## src/hll_pkg.sv

```systemverilog
// Shared widths, defaults and a helper function for the sketch update block.
package hll_pkg;

  localparam int BUCKET_BITS_DEF = 14;
  localparam int HASH_W          = 32;
  localparam int RANK_W          = 5;
  localparam int REG_W           = 6;
  localparam int WEIGHT_W        = 33;
  localparam int SUM_W           = 49;
  localparam int SUM_OUT_W       = 47;
  localparam int ZCNT_W          = 17;
  localparam int ZERO_OUT_W      = 15;
  localparam int FRAC_BITS       = 32;

  // Weight 2^-reg with 32 fraction bits; zero for registers beyond the fraction.
  function automatic logic [WEIGHT_W-1:0] weight_of(input logic [REG_W-1:0] reg_val);
    logic [WEIGHT_W-1:0] w;
    if (reg_val > REG_W'(FRAC_BITS)) begin
      w = '0;
    end else begin
      w = WEIGHT_W'(1) << (REG_W'(FRAC_BITS) - reg_val);
    end
    return w;
  endfunction

endpackage

```

## src/hll_rank.sv

```systemverilog
// Rank encoder: one plus the leading zeros of the hash bits below the bucket index.
module hll_rank #(
  parameter int BUCKET_BITS = hll_pkg::BUCKET_BITS_DEF
) (
  input  logic [hll_pkg::HASH_W-1:0] hash,
  output logic [hll_pkg::RANK_W-1:0] rank
);

  localparam int REST_W = hll_pkg::HASH_W - BUCKET_BITS;

  logic [REST_W-1:0] rest;

  assign rest = hash[REST_W-1:0];

  always_comb begin
    rank = hll_pkg::RANK_W'(REST_W + 1);
    for (int i = 0; i < REST_W; i++) begin
      if (rest[i]) begin
        rank = hll_pkg::RANK_W'(REST_W - i);
      end
    end
  end

endmodule

```

## config.mk

```make
export PLATFORM = sky130hd
export DESIGN_NAME = hll_rank
export DESIGN_NICKNAME = d
export VERILOG_FILES = /design/src/hll_pkg.sv /design/src/hll_rank.sv
export SDC_FILE = /design/constraint.sdc
export NUM_CORES = 1
export LEC_CHECK = 0
export BUFFER_PORTS_ARGS = -buffer_cell sky130_fd_sc_hd__clkbuf_2
export CAP_MARGIN = 20
export CORE_AREA = 2 2 39 41
export DETAILED_ROUTE_END_ITERATION = 8
export DIE_AREA = 0 0 41 43
export SKIP_LAST_GASP = 1
export SYNTH_ARGS = -nofsm -noshare
export SYNTH_HDL_FRONTEND = slang
export SYNTH_SLANG_ARGS = --single-unit
```

## constraint.sdc

```tcl
create_clock -name vclk -period 0.8
set_input_delay 0.04 -clock vclk [all_inputs]
set_output_delay 0.04 -clock vclk [all_outputs]
set_load 0.05 [all_outputs]
```

==> reports/results.ini <==
[outcome]
status = finished, violations left
violations = negative setup slack

[sta]
slew_headroom_pct = 60.2
final.setup.worst_slack_ps = -410
fmax_ghz = 0.826
finalCritPeriodShare_pct = 151
final-hold-violation-count = 0
rsz0062_at_grt = yes
tightest_slew_ps = 590
setup_viol = 5
slew_viol_final = 0
post-route-min-period_ps = 1210

[worst_hold_path]
hold_depth = 4
hold_path.class = in2out
hold_path.startpoint = hash[17]
holdPathEnd = rank[1]

[die]
die_x_um = 41
coreArea_mm2 = 0.00138
io_pins = 37
rows = 14
die_area_mm2 = 0.00176
die_h_um = 43
start_util_pct = 13.0

[final_layout]
clock_buffer_count = 0
fin_area_um2 = 688
seq_cells = 0
areaGrowthSynthToFinish_pct = 282
most-common-layout-cells = clkbuf_2, buf_4, buf_6, buf_8, nor4_4
fin_cells = 86
regArea_um2 = 0
layout.nets = 104
drive_gt1_share_pct = 78.6
final_common_cell = clkbuf_2
diodes = 0

[synth]
yosysUniqueCellTypes = 17
ys_seq_area_share_pct = 0
syn-instance-count = 33
synth-warning-count = 0
synth_area_leaders = a21oi_1, nor4_1, nor3_1, nor2_1, inv_1
avgSynthCellArea_um2 = 5.46
syn_nets = 65
synthDominantCellAreaShare_pct = 13.9
yosys.area.top_type = a21oi_1
synth_area_um2 = 180

[power_and_ir_drop]
ir_drop_uv = 332
p_int_w = 0.000172
leakagePower_nw = 0.274
switchingPower_w = 0.000171
seqPwrFrac_pct = 0
pwr-share-comb_pct = 100.0
swShare_pct = 49.8
clkPwrFrac_pct = 0
power_density_mw_per_mm2 = 498

[place]
dp_cells = 85
preCtsSetupSlack_ps = -515
port_buffers = 23
place.gp.congestion = 0.697
dpl_cell_area_um2 = 584
hpwl_um = 781

[drt]
vias = 413
antenna_left = 0
dr.pass1.iters = 2
wl_per_cell_um = 10.3
routed_wl_um = 885
drc = 0
routed_via_density = 4.80
drt_iter0_markers = 1

[worst_setup_path]
cp-start-kind = primary input
path_max_fanout = 2
arrival_ps = 1170
worstSetupEndpointType = output port
crit_start = hash[11]
cp.required_ps = 760
critPathKind = in2out

[grt]
grtUsageTotal_pct = 11.8
grt_pass1_wl_mm = 1.52
overflow = 0
grt_pass1_vias = 399
grt_max_degree = 5
antenna_found_initial = 0

[cts]
hold_buffers = 0

[run]
cap_violations = 0

## per-layer routing
layer / part of all wire (%) / up-vias / wire length (um) / GRT usage (%)
met5: 0 / - / 0 / 0
met4: 0 / 0 / 0 / 0
met3: 5.2 / 0 / 46 / 0.524
met2: 59 / 13 / 524 / 23.4
met1: 36 / 196 / 315 / 13.3
li1: - / 204 / - / -
## per-stage QoR
stage / TNS [ps] / util (%) / hold slack (ps) / power [W]
finish: -1300 / 49.7 / 525 / 0.000343
global route: -1610 / 49.7 / 548 / 0.000367
CTS: -1400 / 46.5 / 544 / 0.000314
detailed placement: -1770 / 42.2 / 561 / 0.000285
global placement: -1680 / 42.2 / 566 / 0.000282
floorplan: -484 / - / 204 / 0.000125
## layout make-up
| type | count | area, um^2 |
|---|---|---|
| Fill cell | 132 | 696 |
| Inverter | 3 | 11.3 |
| Multi-Input combinational cell | 30 | 344 |
| Tap cell | 16 | 20.0 |
| Timing Repair Buffer | 37 | 313 |
## cells by family after synthesis
group,count (synthesis),share of synthesized area (%)
simple gates,18,54.2
buf+inv,3,6.25
compound gates,12,39.6
## critical path: stages
cell,delay (ps)
buf_6,90
and2b_1,150
or4_4,500
a21oi_4,160
o21ai_4,70
buf_8,170
## power by group through the flow
stage / Sequential (W) / Combinational [W] / Clock [W]
2_1_floorplan: 0 / 0.000125 / 0
3_3_place_gp: 0 / 0.000282 / 0
3_5_place_dp: 0 / 0.000285 / 0
4_1_cts: 0 / 0.000314 / 0
5_1_grt: 0 / 0.000367 / 0
6_report: 0 / 0.000343 / 0
## synth_stat cells
library cell / count
and2b_1: 1
or3_1: 1
a21oi_1: 5
o41ai_1: 1
nand2_1: 2
nor2_1: 4
o21ai_1: 1
a2111oi_0: 1
o21ai_0: 2
inv_1: 3
o22ai_1: 1
nor3b_1: 1
a21boi_1: 1
nand2b_1: 1
nor4_1: 4
or4_1: 1
nor3_1: 3
## what timing repair did
item                       in CTS  in global routing
pin swaps                       7                  8
gates resized for setup        13                 12
setup buffers                   0                  1
setup endpoints to repair       5                  5
## how the worst max path moves through the flow
stage / end / slack [ps]
finish: rank[0] / -410
floorplan: rank[0] / -190
global route: rank[0] / -440
global placement: rank[0] / -490
CTS: rank[0] / -480
detailed placement: rank[0] / -520
Power figures use the tool's default switching activity.
