### src/hll_ram.sv
// Generic single-write, single-read RAM with registered read data.
module hll_ram #(
  parameter int WIDTH = 8,
  parameter int DEPTH = 16
) (
  input  logic                     clk,
  input  logic                     we,
  input  logic [$clog2(DEPTH)-1:0] waddr,
  input  logic [WIDTH-1:0]         wdata,
  input  logic                     re,
  input  logic [$clog2(DEPTH)-1:0] raddr,
  output logic [WIDTH-1:0]         rdata
);

  logic [WIDTH-1:0] mem [DEPTH];
  logic [WIDTH-1:0] rdata_r;

  always_ff @(posedge clk) begin
    if (we) begin
      mem[waddr] <= wdata;
    end
    if (re) begin
      rdata_r <= mem[raddr];
    end
  end

  assign rdata = rdata_r;

endmodule

### config.mk
export PLATFORM = sky130hd
export DESIGN_NAME = hll_ram
export DESIGN_NICKNAME = d
export VERILOG_FILES = /design/src/hll_ram.sv
export SDC_FILE = /design/constraint.sdc
export NUM_CORES = 1
export LEC_CHECK = 0
export ABC_AREA = 1
export BUFFER_PORTS_ARGS = -buffer_cell sky130_fd_sc_hd__buf_2
export CORE_MARGIN = 2
export CORE_UTILIZATION = 46
export CTS_CLUSTER_SIZE = 28
export DETAILED_ROUTE_END_ITERATION = 6
export PLACE_DENSITY = 0.62
export SYNTH_ARGS = -nofsm -noshare
export SYNTH_HDL_FRONTEND = slang
export SYNTH_SLANG_ARGS = --single-unit
### constraint.sdc
create_clock -name clk -period 1.1 [get_ports clk]
set_input_delay 0.165 -clock clk [delete_from_list [all_inputs] [get_ports clk]]
set_output_delay 0.165 -clock clk [all_outputs]
set_load 0.01 [all_outputs]
==> results.yml, run 1 <==
timing:
  worst_hold_slack_ns: 0.121
  setup_slack_ns: -0.127
  fin_tns_setup_ns: -0.472
  rsz0062_at_grt: "yes"
  slew_headroom: 0.712
  setup_violations: 6
  timing.fmax_ghz: 0.815
  slew_viol_final: 0
  tightestPinTransition_ns: 0.432
  hold_viol: 0
  period_needed_ns: 1.23
  skew_ns: 0.00677
  finalCritPeriodShare: 1.12
yosys:
  postSynthAreaPerCell_um2: 10.6
  ys.warnings.count: 0
  ys_seq_area_frac: 0.698
  syn_area_mm2: 0.00585
  synth_cells: 551
  synth_nets: 570
  yosysUniqueCellTypes: 11
  ys_seq_elements: 136
grt:
  grt_usage: 0.213
  antenna_found_initial: 0
  grt_max_degree: 44
  grt_pass1_wl_mm: 20.4
  grt_pass1_vias: 3839
  overflow: 0
layout:
  fin_area_mm2: 0.00719
  syn_to_final_growth_pct: 23.0
  final_cells: 787
  mostFrequentLayoutCells: "171 x nand2_1, 136 x edfxtp_1, 100 x inv_1"
  drive_gt1_frac: 0.233
  multi_input_area_mm2: 0.00151
  regArea_mm2: 0.00408
  mostFrequentLayoutCell: "nand2_1"
  nets: 621
  diodes: 0
  nFillCells: 1098
clocking:
  clk_latency_ns: 0.42
  clkSinkCount: 136
  htree_num_levels: 4
  cts_root_buf: "clkbuf_16"
  cts_buffers: 17
  cts_buffer_depth: 2
  cts_hold_buf: 0
  cts_tree: "done"
  cts.reportedPaths.clkPinSlew_ns: 0.05
route:
  avgRoutedWirePerCell_um: 16.8
  via_per_inst: 4.97
  dr.pass1.iters: 4
  drtAntennaViolNets: 0
  wirelength_mm: 13.2
  drtIter0Drc: 284
  drcViolationCount: 0
  via_count: 3910
die:
  start_util: 0.467
  dieWidth_um: 117
  row_count: 41
  die_area_mm2: 0.0136
  pin_count: 27
  die_y_um: 117
  core-area_mm2: 0.0125
worst_setup_path:
  cp_num_buf_inv: 1
  worstSetupEndpointType: "output pin"
  worstPathMaxFanout: 1
  critPathSlowestCell: "edfxtp_1"
  cp_top_family: "flip-flops"
  worstPathRequired_ns: 0.94
  start_kind: "flop"
  crit_chain: "buf_2"
  path_class: "flop to output pin"
  critPathArrivalTime_ns: 1.06
  slowest_delay_ns: 0.46
run:
  drv_cap: 0
placed_design:
  gp_congestion: 0.889
  dp.final_hpwl_mm: 8.55
  io_buffers: 26
  dp_cells: 755
  placed_area_mm2: 0.00633
power_and_ir_drop:
  power_leakage_nw: 3.12
  ir_drop_mv: 1.13
  power_density_mw_per_mm2: 1700
run_status:
  status: "finished, violations left"
  violations: "negative setup slack"
min_path:
  hold_path.class: "input port to flop"
[synthesized netlist by cell type, drive strengths merged]
master,n,area share
nand2,173,0.11
edfxtp,136,0.70
inv,102,0.065
nand3,97,0.083
buf,24,0.028
nor2,17,0.011
nand3b,2,0.0026
[cell families after synthesis]
kind of cell | Yosys count | synth area share
DFF | 136 | 0.698
and+or+nand+nor | 289 | 0.208
buffers and inverters | 126 | 0.0939
[metrics by stage]
| stage | utilization | power (mW) | setup slack (ns) |
|---|---|---|---|
| 5_1_grt | 0.575 | 12.6 | -0.131 |
| 2_1_floorplan | - | 6.39 | -0.0158 |
| 4_1_cts | 0.553 | 12.2 | -0.102 |
| 3_3_place_gp | 0.505 | 6.73 | -0.237 |
| 3_5_place_dp | 0.505 | 6.74 | -0.235 |
| 6_report | 0.575 | 12.2 | -0.127 |
[state kept, by name, indices dropped and copies added, names as in the netlist]
name,cells
mem,128
rdata,8
[final timing paths]
path | from | end | cells past startpoint | slack, ns
setup / recovery | rdata[3]$_DFFE_PP_ | rdata[3] | 1 | -0.13
hold / removal | re | rdata[2]$_DFFE_PP_ | 1 | 0.12
setup reg to reg | mem[12][3]$_DFFE_PP_ | rdata[3]$_DFFE_PP_ | 6 | 0.02
hold reg to reg | mem[12][1]$_DFFE_PP_ | rdata[1]$_DFFE_PP_ | 6 | 0.74
[routing by layer]
metal / global-route usage / up-vias / wire length, µm
met5: 0 / - / 0
met1: 0.263 / 1901 / 5540
met2: 0.345 / 96 / 6610
li1: - / 1884 / -
met3: 0.0643 / 29 / 769
met4: 0.0973 / 0 / 318
[report_power, final]
group          internal [mW]  switching, mW
clock network           3.51           1.95
registers               5.84         0.0420
logic                  0.286          0.564
total                   9.64           2.56
[final cells by class]
type / count / share of cell area
Timing Repair Buffer: 56 / 0.0607
Sequential cell: 136 / 0.568
Clock buffer: 20 / 0.0607
Multi-Input combinational cell: 289 / 0.209
Tap cell: 172 / 0.0299
Clock inverter: 12 / 0.0184
Inverter: 102 / 0.0532
[what timing repair did]
action	in CTS	in global routing
pin swaps	0	32
hold endpoints to repair	0	0
gates resized for setup	5	55
setup buffers	0	0
endpoints found under the setup margin	11	16
No activity file was read; power rests on OpenSTA's default activity.
==> run 2: changes to the inputs <==
--- a/config.mk
+++ b/config.mk
@@ -12,4 +12,5 @@
 export CTS_CLUSTER_SIZE = 28
 export DETAILED_ROUTE_END_ITERATION = 6
+export GPL_ROUTABILITY_DRIVEN = 1
 export PLACE_DENSITY = 0.62
 export SYNTH_ARGS = -nofsm -noshare
==> constraint.sdc (replaced) <==
create_clock -name clk -period 1.1 [get_ports clk]
set_input_delay 0.165 -clock clk [delete_from_list [all_inputs] [get_ports clk]]
set_output_delay 0.165 -clock clk [all_outputs]
set_load 0.005 [all_outputs]
==> run 2 against run 1 <==
  * The run still ends with negative setup slack left
  * Power is 0.15% lower
  * Setup slack improved by 0.035 ns
  * Critical path depth is the same
  * Die area unchanged
  * Cell area is 0.33% lower
  * Clock-buffer cell count is the same
  * Combinational power is 2% lower
  * Sequential power about the same
  * Global-route usage unchanged
  * Sequential share of layout area up 0.19 points
==> results.yml, run 2 (same netlist as run 1, synthesis figures left out) <==
grt:
  grt_pass1_wl_mm: 20.4
  overflow: 0
  antenna_found_initial: 0
  grt_pass1_vias: 3839
  grt_max_degree: 44
  grt_usage: 0.213
worst_setup_path:
  worstPathMaxFanout: 1
  r2r_setup_slack_ns: 0.02
  critPathArrivalTime_ns: 1.03
  critPathLaunch: "rdata[4]$_DFFE_PP_"
  cp_num_buf_inv: 1
  crit_chain: "buf_2"
  cp_top_family: "flip-flops"
  start_kind: "flop"
  r2r-start: "mem[12][3]$_DFFE_PP_"
  cp.depth: 1
  worstPathRequired_ns: 0.94
  worstSetupEndpointType: "output pin"
  critPathSlowestCell: "edfxtp_1"
  slowest_delay_ns: 0.45
  r2r_end: "rdata[3]$_DFFE_PP_"
  r2r_cells: 6
  path_class: "flop to output pin"
  setup.worst_path.end: "rdata[4]"
run_status:
  status: "finished, violations left"
  violations: "negative setup slack"
min_path:
  hp-start: "re"
  hold_path.class: "input port to flop"
power_and_ir_drop:
  p_seq_frac: 0.483
  p_int_mw: 9.63
  switching_share: 0.209
  power_frac_clock: 0.449
  ir_drop_mv: 1.13
  p_sw_mw: 2.55
  pwr-share-comb: 0.068
  power_leakage_nw: 3.11
  power_density_mw_per_mm2: 1700
timing:
  setup_violations: 6
  timing.fmax_ghz: 0.839
  rsz0062_at_grt: "yes"
  slew_headroom: 0.719
  period_needed_ns: 1.19
  tightestPinTransition_ns: 0.421
  slew_viol_final: 0
  setup_slack_ns: -0.0924
  fin_tns_setup_ns: -0.367
  finalCritPeriodShare: 1.08
  skew_ns: 0.00737
  worst_hold_slack_ns: 0.120
  hold_viol: 0
route:
  drcViolationCount: 0
  dr.pass1.iters: 4
  drtIter0Drc: 310
  via_per_inst: 4.99
  wirelength_mm: 13.2
  drtAntennaViolNets: 0
  avgRoutedWirePerCell_um: 16.8
  via_count: 3926
die:
  start_util: 0.467
  core-area_mm2: 0.0125
  pin_count: 27
  die_area_mm2: 0.0136
  die_y_um: 117
  row_count: 41
  dieWidth_um: 117
run:
  drv_cap: 0
layout:
  nets: 621
  diodes: 0
  mostFrequentLayoutCell: "nand2_1"
  largest_reg_flops: 128
  mostFrequentLayoutCells: "172 x nand2_1, 136 x edfxtp_1, 100 x inv_1"
  syn_to_final_growth_pct: 22.6
  drive_gt1_frac: 0.226
  regMostFlops: "mem"
clocking:
  clk_latency_ns: 0.42
  clkSinkCount: 136
  cts_hold_buf: 0
  htree_num_levels: 4
  cts_tree: "done"
  cts_buffers: 17
  postCtsSetupRepairBufs: 0
  cts_root_buf: "clkbuf_16"
  cts.reportedPaths.clkPinSlew_ns: 0.05
  cts_buffer_depth: 2
placed_design:
  gp_congestion: 0.889
  dp.final_hpwl_mm: 8.55
  io_buffers: 26
run 2: cell counts in the layout (fill, tap and decap cells not counted):
No cell type changed its count.
run 2: cell type report:
type                            count  area (µm²)
Fill cell                        1095        5350
Sequential cell                   136        4080
Multi-Input combinational cell    289        1490
Clock buffer                       20         437
Timing Repair Buffer               56         430
Inverter                          102         383
Tap cell                          172         215
Clock inverter                     12         133
run 2: layer usage:
layer  vias up  part of all wire  track usage
li1       1884                 -            -
met1      1905              0.42        0.263
met2       108              0.49        0.345
met3        29             0.065       0.0643
met4         0             0.024       0.0973
met5         -                 0            0
run 2: worst min path at each step:
stage                                to  slack, ns  depth (start not counted)
finish               rdata[2]$_DFFE_PP_       0.12                          1
global route         rdata[0]$_DFFE_PP_       0.11                          1
CTS                  rdata[1]$_DFFE_PP_        0.1                          1
detailed placement   rdata[2]$_DFFE_PP_       0.54                          1
global placement     rdata[2]$_DFFE_PP_       0.54                          1
floorplan           mem[0][0]$_DFFE_PP_       0.26                          0
run 2: power groups by stage:
stage | Combinational (mW) | Sequential [mW] | Clock (mW)
after floorplan | 0.409 | 5.97 | 0
after global placement | 0.734 | 5.98 | 0
after detailed placement | 0.747 | 5.99 | 0
after CTS | 0.759 | 5.88 | 5.55
after global routing | 0.919 | 5.89 | 5.76
final | 0.830 | 5.88 | 5.47
run 2: per-stage QoR:
step / power, mW / cells / area (µm²) / utilization / worst slack [ns]
after floorplan: 6.38 / 551 / 5850 / - / -0.0158
final: 12.2 / 787 / 7170 / 0.573 / -0.0924
after global routing: 12.6 / 787 / 7170 / 0.573 / -0.121
after detailed placement: 6.73 / 755 / 6330 / 0.505 / -0.235
after CTS: 12.2 / 787 / 6920 / 0.553 / -0.0896
after global placement: 6.72 / 755 / 6330 / 0.505 / -0.237
run 2: repair_timing:
item / in CTS / in global routing
hold endpoints to repair: 0 / 0
pin swaps: 0 / 31
gates resized for setup: 5 / 50
endpoints found under the setup margin: 10 / 15
==> run 3: changes to the inputs <==
- SKIP_CTS_REPAIR_TIMING: default -> 1
==> run 3 against run 2 <==
  * The run still ends with negative setup slack left
  * Flip-flop and latch count is the same
  * Routed wire length shrank 0.30%
  * Via count shrank 0.76%
  * Combinational power grew 0.8%
  * Die area is the same
  * Sequential share of layout area shrank 0.22 points
  * Setup slack is essentially flat
  * Hold slack lost 0.0041 ns
  * Non-clock buffer count is the same
  * Clock-buffer cell count is the same
  * Core utilization grew 0.22 points
  * Largest power group unchanged
==> results.yml, run 3 (same netlist as run 1, synthesis figures left out) <==
power_and_ir_drop:
  power_leakage_nw: 3.12
  ir_drop_mv: 1.13
  power_density_mw_per_mm2: 1690
layout:
  multi_input_area_mm2: 0.00152
  regMostFlops: "mem"
  nets: 621
  nFillCells: 1102
  diodes: 0
  final_cells: 787
  mostFrequentLayoutCell: "nand2_1"
  syn_to_final_growth_pct: 23.1
  largest_reg_flops: 128
  drive_gt1_frac: 0.236
  mostFrequentLayoutCells: "171 x nand2_1, 136 x edfxtp_1, 100 x inv_1"
  regArea_mm2: 0.00408
timing:
  finalCritPeriodShare: 1.08
  slew_viol_final: 0
  skew_ns: 0.00683
  setup_violations: 6
  rsz0062_at_grt: "yes"
  setup_slack_ns: -0.0929
  timing.fmax_ghz: 0.838
  tightestPinTransition_ns: 0.422
  hold_viol: 0
  slew_headroom: 0.719
  fin_tns_setup_ns: -0.332
  period_needed_ns: 1.19
worst_setup_path:
  critPathSlowestCell: "edfxtp_1"
  worstPathMaxFanout: 1
  cp_num_buf_inv: 1
  worstSetupEndpointType: "output pin"
  slowest_delay_ns: 0.45
  r2r_setup_slack_ns: 0.03
  crit_chain: "buf_2"
  critPathArrivalTime_ns: 1.03
  r2r-start: "mem[12][3]$_DFFE_PP_"
  start_kind: "flop"
  path_class: "flop to output pin"
  critPathLaunch: "rdata[4]$_DFFE_PP_"
  r2r_cells: 6
  worstPathRequired_ns: 0.94
  r2r_end: "rdata[3]$_DFFE_PP_"
  cp_top_family: "flip-flops"
clocking:
  cts_root_buf: "clkbuf_16"
  cts_buffer_depth: 2
  cts_tree: "done"
  clk_latency_ns: 0.42
  cts_buffers: 17
  htree_num_levels: 4
  cts.reportedPaths.clkPinSlew_ns: 0.05
  clkSinkCount: 136
min_path:
  min_to: "rdata[2]$_DFFE_PP_"
  hold_path.class: "input port to flop"
  whs_path_depth: 1
  hp-start: "re"
route:
  via_count: 3896
  via_per_inst: 4.95
  avgRoutedWirePerCell_um: 16.7
  drcViolationCount: 0
  drtAntennaViolNets: 0
  wirelength_mm: 13.2
  drtIter0Drc: 320
  dr.pass1.iters: 5
grt:
  grt_pass1_vias: 3848
  antenna_found_initial: 0
  grt_pass1_wl_mm: 20.4
  grt_usage: 0.213
  overflow: 0
  grt_max_degree: 44
run_status:
  status: "finished, violations left"
  violations: "negative setup slack"
die:
  row_count: 41
  die_y_um: 117
  core-area_mm2: 0.0125
  start_util: 0.467
  die_area_mm2: 0.0136
  pin_count: 27
  dieWidth_um: 117
run:
  drv_cap: 0
placed_design:
  dp.final_hpwl_mm: 8.55
  dp_cells: 755
  io_buffers: 26
  gp_congestion: 0.889
[run 3: how the worst max path moves through the flow]
| stage | endpoint | slack (ns) | cells past startpoint |
|---|---|---|---|
| 6_report | rdata[4] | -0.09 | 1 |
| 5_1_grt | rdata[5] | -0.12 | 1 |
| 4_1_cts | rdata[4] | -0.09 | 1 |
| 3_5_place_dp | rdata[4]$_DFFE_PP_ | -0.24 | 8 |
| 3_3_place_gp | rdata[4]$_DFFE_PP_ | -0.24 | 8 |
| 2_1_floorplan | mem[4][0]$_DFFE_PP_ | -0.02 | 2 |
[run 3: cell type report]
cell class | instances | area share
Clock buffer | 20 | 0.0607
Tap cell | 172 | 0.0299
Multi-Input combinational cell | 289 | 0.211
Inverter | 102 | 0.0532
Timing Repair Buffer | 56 | 0.0598
Clock inverter | 12 | 0.0184
Sequential cell | 136 | 0.567
[run 3: worst reg2reg max path: stages, from the launching register on]
cell and delay (ns):
edfxtp_1 0.38, inv_1 0.08, nand2_1 0.07, nand3_2 0.08, nand3_2 0.08, nand3_2 0.08
nand2_1 0.05
[run 3: report_power, final]
part           total, mW  switching [mW]  internal, mW  leakage (nW)
combinational      0.837           0.554         0.283          1.60
clock               5.46            1.95          3.51         0.286
sequential          5.88          0.0398          5.84          1.24
[run 3: metal layers]
metal | global-route usage | routed length, µm | share of wire | up-vias
met2 | 0.345 | 6530 | 0.50 | 102
met4 | 0.0973 | 303 | 0.023 | 0
met3 | 0.0643 | 913 | 0.069 | 27
met1 | 0.264 | 5410 | 0.41 | 1884
li1 | - | - | - | 1883
met5 | 0 | 0 | 0 | -
[run 3: stage by stage]
step	setup slack, ns	util	hold WS, ns	power (mW)	cell area [µm²]
after detailed placement	-0.235	0.505	0.538	6.73	6330
after global routing	-0.121	0.575	0.111	12.6	7200
after floorplan	-0.0158	-	0.264	6.38	5850
after CTS	-0.0896	0.551	0.0973	12.2	6900
final	-0.0929	0.575	0.116	12.2	7200
after global placement	-0.237	0.505	0.536	6.72	6330
